### src/hdl/ppc_divu.sv
// Restoring radix-2 divider, one quotient bit per cycle.
// Computes quotient and remainder of num / den. No dependencies.
module ppc_divu #(
  parameter int W = 32
) (
  input  logic         clk,
  input  logic         rst_n,
  input  logic         start,
  input  logic [W-1:0] num,
  input  logic [W-1:0] den,
  output logic         done,
  output logic [W-1:0] quo,
  output logic [W-1:0] rem
);
  localparam int CW = $clog2(W + 1);
  logic [W-1:0]  q_r, r_r, d_r;
  logic [CW-1:0] cnt_r;
  logic          busy_r;
  logic [W:0]    trial;

  assign trial = {r_r, q_r[W-1]} - {1'b0, d_r};
  assign quo  = q_r;
  assign rem  = r_r;

  always_ff @(posedge clk) begin
    if (!rst_n) begin
      busy_r <= 1'b0;
      done   <= 1'b0;
      cnt_r  <= '0;
    end else begin
      done <= 1'b0;
      if (start) begin
        busy_r <= 1'b1;
        q_r    <= num;
        r_r    <= '0;
        d_r    <= den;
        cnt_r  <= CW'(W);
      end else if (busy_r) begin
        if (!trial[W]) begin
          r_r <= trial[W-1:0];
          q_r <= {q_r[W-2:0], 1'b1};
        end else begin
          r_r <= {r_r[W-2:0], q_r[W-1]};
          q_r <= {q_r[W-2:0], 1'b0};
        end
        cnt_r <= cnt_r - 1'b1;
        if (cnt_r == CW'(1)) begin
          busy_r <= 1'b0;
          done   <= 1'b1;
        end
      end
    end
  end
endmodule

### config.mk
export PLATFORM = sky130hd
export DESIGN_NAME = ppc_divu
export DESIGN_NICKNAME = d
export VERILOG_FILES = /design/src/hdl/ppc_divu.sv
export SDC_FILE = /design/constraint.sdc
export NUM_CORES = 1
export LEC_CHECK = 0
export BUFFER_PORTS_ARGS = -buffer_cell sky130_fd_sc_hd__buf_4
export CELL_PAD_IN_SITES_DETAIL_PLACEMENT = 1
export CELL_PAD_IN_SITES_GLOBAL_PLACEMENT = 2
export CORE_UTILIZATION = 32
export DETAILED_ROUTE_END_ITERATION = 8
export PLACE_DENSITY_LB_ADDON = 0.1
export SKIP_LAST_GASP = 1
export SLEW_MARGIN = 30
export SYNTH_ARGS = -nofsm -noshare
export SYNTH_HDL_FRONTEND = slang
export SYNTH_SLANG_ARGS = --single-unit
### constraint.sdc
create_clock -name clk -period 3 [get_ports clk]
set_input_delay 0 -clock clk [delete_from_list [all_inputs] [get_ports clk]]
set_output_delay 0 -clock clk [all_outputs]
set_load 0.01 [all_outputs]
# After elaboration in Yosys (flattened, before gate mapping)
# Cells that the tools add are included.
# word_totals
in_bits	67
reg_bits	104
output_inout_bits	65
elab_cells	28
# classes
add_sub_neg	2
n_eq_ne	1
bitwise	2
reduce_logical	5
muxes	11
# op_table
cell	n
$mux W32	4
$sub A33 B32 Y33	1
$mux W6	2
$eq A6 B1 Y1 const B	1
$sub A6 B1 Y6 const B	1
$mux W1	5
$reduce_and A2 Y1	2
$reduce_or A3 Y1	1
$not A1 Y1	2
$reduce_bool A2 Y1	1
$reduce_or A2 Y1	1

# Logic depth before layout (Yosys ltp)
# logic_depth
word_depth	4
depth_mapped	13

# Worst setup path after synthesis
# No wires, ideal clock.
# synth_timing
path_kind	reg2reg
from	register q_r[31] (netlist: quo[31])
to	register r_r[1] (netlist: rem[1]) (data pin)
setup_slack_ns	-0.196
arrival_ns	2.942
stages_incl_launch_ff	13
t_required_ns	2.745
n_path_buf	1
cell_sequence	edfxtp_1 inv_1 ha_1 fa_1 nand2b_1 a21o_1 a31o_2 a211oi_1 o31ai_2 or3_1 buf_6 mux2i_1 and2_1
# synth_via
elab_chain_len	3
# synth_rtl
item	line_no	rtl
from (decl)	16	logic [W-1:0] q_r, r_r, d_r;
from (signal assigned)	34	q_r <= num;
from (signal assigned)	41	q_r <= {q_r[W-2:0], 1'b1};
from (signal assigned)	44	q_r <= {q_r[W-2:0], 1'b0};
$sub A33 B32 Y33	21	assign trial = {r_r, q_r[W-1]} - {1'b0, d_r};
$mux W32	39	if (!trial[W]) begin
$mux W32	38	end else if (busy_r) begin
to (signal assigned)	40	r_r <= trial[W-1:0];
to (signal assigned)	43	r_r <= {r_r[W-2:0], q_r[W-1]};
to (decl)	16	
# No other way between the ends. The select of a mux whose other input is x is not followed.
# A chain may end at the register's enable or synchronous reset.

# Worst setup path after layout
# layout_timing
from	register r_r[24] (netlist: rem[24])
to	register r_r[6] (netlist: rem[6]) (data pin)
# layout_via
elab_chain_len	3
# layout_rtl
item	line_no
$sub A33 B32 Y33	21
$mux W32	39
$mux W32	38
# No other way between the ends. The select of a mux whose other input is x is not followed.

==> out/metrics.yaml <==
die:
  start_util_pct: 33.0
  ioPinCount: 132
  die_h_um: 142
  dieArea_um2: 20000
  core_um2: 18900
  row_count: 50
  die_x_um: 142
worst_setup_path:
  crit_top_cell: "buf_4"
  cp_cell_sequence: "ha_4 > a211o_1 > a31o_1 > a311o_1 > or3_1 > o31ai_2 > buf_4 > nor3_4 > buf_4 > buf_12 > mux2i_1 > nor2_1"
  required_ns: 3.08
  slowest_delay_ns: 0.45
  arrival_ns: 3.21
  critPathBufInv: 3
  path_max_fanout: 14
  critPathLaunchType: "flip-flop"
  worstSetupPathType: "reg2reg"
  critPathSlowestCell: "edfxtp_1"
  endpoint_kind: "flip-flop"
  cp_top_family: "compound AO/OA/AOI/OAI gates"
place:
  gp_congestion: 0.864
  port_buffers: 131
  pre_cts_ws_ns: -0.299
  place_area_um2: 8230
  dp_hpwl_um: 14600
yosys:
  avgSynthCellArea_um2: 11.0
  ys_ff_latch: 104
  synth_cell_types: 60
  synth_nets: 669
  synth_edf_count: 96
  synth_top_area_share_pct: 46.3
  netlist_instances: 567
  synth-seq-area-share_pct: 48.8
  async_reset_ff_share_pct: 0
  ys.flop_type: "edfxtp_1"
  ys_top_cells_by_area: "edfxtp_1 (46%), ha_1 (6.8%), mux2_2 (5.6%), nor2_1 (3.1%), a21oi_1 (2.7%)"
  synth_top_cell_by_area: "edfxtp_1"
  syn_area_um2: 6230
  yosys_warnings: 0
detailed_routing:
  highest_layer: "met4"
  drt-met1-wl_um: 8820
  postRouteAntennaNets: 0
  drtIter0Drc: 171
  via_per_inst: 4.91
  wire_per_inst_um: 17.9
  met3_length_um: 900
  vias: 5522
  wl_met2_um: 10100
  dr.pass1.iters: 4
  drc: 0
  wirelength_um: 20100
worst_hold_path:
  hold_path_class: "in2reg"
timing:
  fin_ws_ns: -0.121
  worstMarginPinSlew_ns: 0.752
  period_minus_slack_ns: 3.12
  relSlewSlack_pct: 49.9
  max_freq_mhz: 320
  clock_skew_ns: 0.0171
  rsz0062_at_grt: "true"
  min_period_over_period_pct: 104
  setup_viol: 29
  final_max_slew_viol_count: 0
  hold_violations: 0
clock_network:
  clockBufferDepth: 2
  cts-root-buf: "clkbuf_16"
  cts.clk_slew.worst_paths_ns: 0.09
  cts_buffers: 9
  cts_tree: "done"
  insertion_delay_ns: 0.37
  clock_sinks: 104
  h-tree-depth: 3
pwr:
  vdd_drop_max_mv: 0.249
  p_leak_nw: 4.02
  powerDensity_nw_per_um2: 514
global_route:
  grt_max_degree: 55
  gr-total-overflow: 0
  antenna_found_initial: 0
  gr-usage-all-layers_pct: 20.7
  first_global_vias: 6120
  grt_pass1_wl_um: 32100
run_status:
  violations: "setup timing"
  status: "complete, but fails checks"
layout:
  area_growth_syn_to_layout_pct: 51.9
  final_cell_mix: "buf_4 (233), edfxtp_1 (96), dlygate4sd3_1 (66)"
  drive_above_1_share_pct: 39.6
  finalInstanceArea_um2: 9470
  fin_nets: 961
  antennaDiodeCount: 0
  layout_commonest_cell: "buf_4"
job:
  maxCapViolCount: 0
## state kept, by name, indices dropped and copies added, names as in the netlist
register	cells
cnt_r	6
rem	32
busy_r	1
done	1
d_r	32
quo	32
## what timing repair did
action                                 in CTS  in global routing
gates resized for setup                    33                 18
endpoints found under the hold margin      66                  0
gates cloned                                0                  0
pin swaps                                  12                  4
hold buffers                               66                  0
setup endpoints to repair                  33                 33
buffers inserted                            5                  4
## worst paths after layout
check | cells after the start | start | to | slack (ns)
max | 12 | rem[24] | rem[6] | -0.12
min | 2 | start | rem[3] | 0.03
max reg2reg | 12 | rem[24] | rem[6] | -0.12
min reg2reg | 2 | cnt_r[0] | cnt_r[0] | 0.52
## cells by family (layout without fill, tap and decap cells)
logic type,count (synthesis),count (layout),share of synthesized area [%]
AO/OA/AOI/OAI,134,134,15.3
XOR/XNOR,26,26,3.65
adder cells (fa/ha/maj),35,35,7.15
buffers and inverters,70,367,5.10
flip-flops,104,104,48.8
multiplexers,48,48,8.33
AND/OR/NAND/NOR,150,150,11.6
## per-layer routing
metal | up-vias | global-route usage (%)
li1 | 2686 | -
met1 | 2688 | 25.0
met2 | 127 | 36.7
met3 | 21 | 4.69
met4 | 0 | 6.06
met5 | - | 0
## power by group
part           total, mW  leakage [nW]  switching (mW)  internal [mW]
Clock               1.30         0.155           0.627          0.669
Combinational       1.77          2.88           0.883          0.892
Sequential          1.79         0.984          0.0645           1.73
## per-stage QoR
| stage | util (%) | power, mW | TNS (ns) | hold WS [ns] | cells |
|---|---|---|---|---|---|
| CTS | 49.6 | 4.87 | -1.61 | 0.0163 | 1120 |
| finish | 50.1 | 4.86 | -1.91 | 0.0289 | 1124 |
| detailed placement | 43.6 | 3.40 | -7.24 | 0.180 | 1033 |
| floorplan | - | 2.75 | -0.454 | 0.0989 | 567 |
| global placement | 43.6 | 3.36 | -4.11 | 0.178 | 1033 |
| global route | 50.1 | 5.10 | -5.82 | 0.0261 | 1124 |
## worst reg2reg max path, cell delays in order, from the launching register on
cell and delay, ns:
edfxtp_1 0.45, ha_4 0.24, a211o_1 0.31, a31o_1 0.20, a311o_1 0.37, or3_1 0.34, o31ai_2 0.22, buf_4 0.16
nor3_4 0.04, buf_4 0.14, buf_12 0.15, mux2i_1 0.16, nor2_1 0.06
## Yosys cell counts (2+ instances only)
cell and count:
a21oi_1 34, a21o_1 10, xnor2_1 19, nor4_1 4, clkbuf_1 14, a211oi_1 10
and3_1 7, o21bai_1 2, or4_1 2, a21boi_0 3, buf_2 4, o311a_1 3
nor3_1 15, a31o_2 2, nand4_1 5, ha_1 34, inv_1 45, o41ai_1 2
nor2b_1 2, mux2i_1 17, nor3b_1 2, o21a_1 11, nor2_1 51, a2111oi_0 2
buf_6 4, nand3_1 10, nand2b_1 5, nand2_1 29, nand3b_1 4, a211oi_2 7
mux2_2 31, and2_1 6, a311oi_1 2, o211ai_1 5, a31oi_1 2, a211o_1 3
xor2_1 7, o31a_1 4, or3_1 5, o21ai_0 17, o31ai_1 2, dfxtp_1 8
o22ai_1 4, edfxtp_1 96
## area by class of cell
cell class                      count  area (um^2)
Fill cell                        2094         9430
Multi-Input combinational cell    393         3110
Sequential cell                   104         3040
Timing Repair Buffer              306         2510
Tap cell                          260          325
Clock buffer                        9          225
Inverter                           45          169
Clock inverter                      7         83.8
Power figures use the tool's default switching activity.
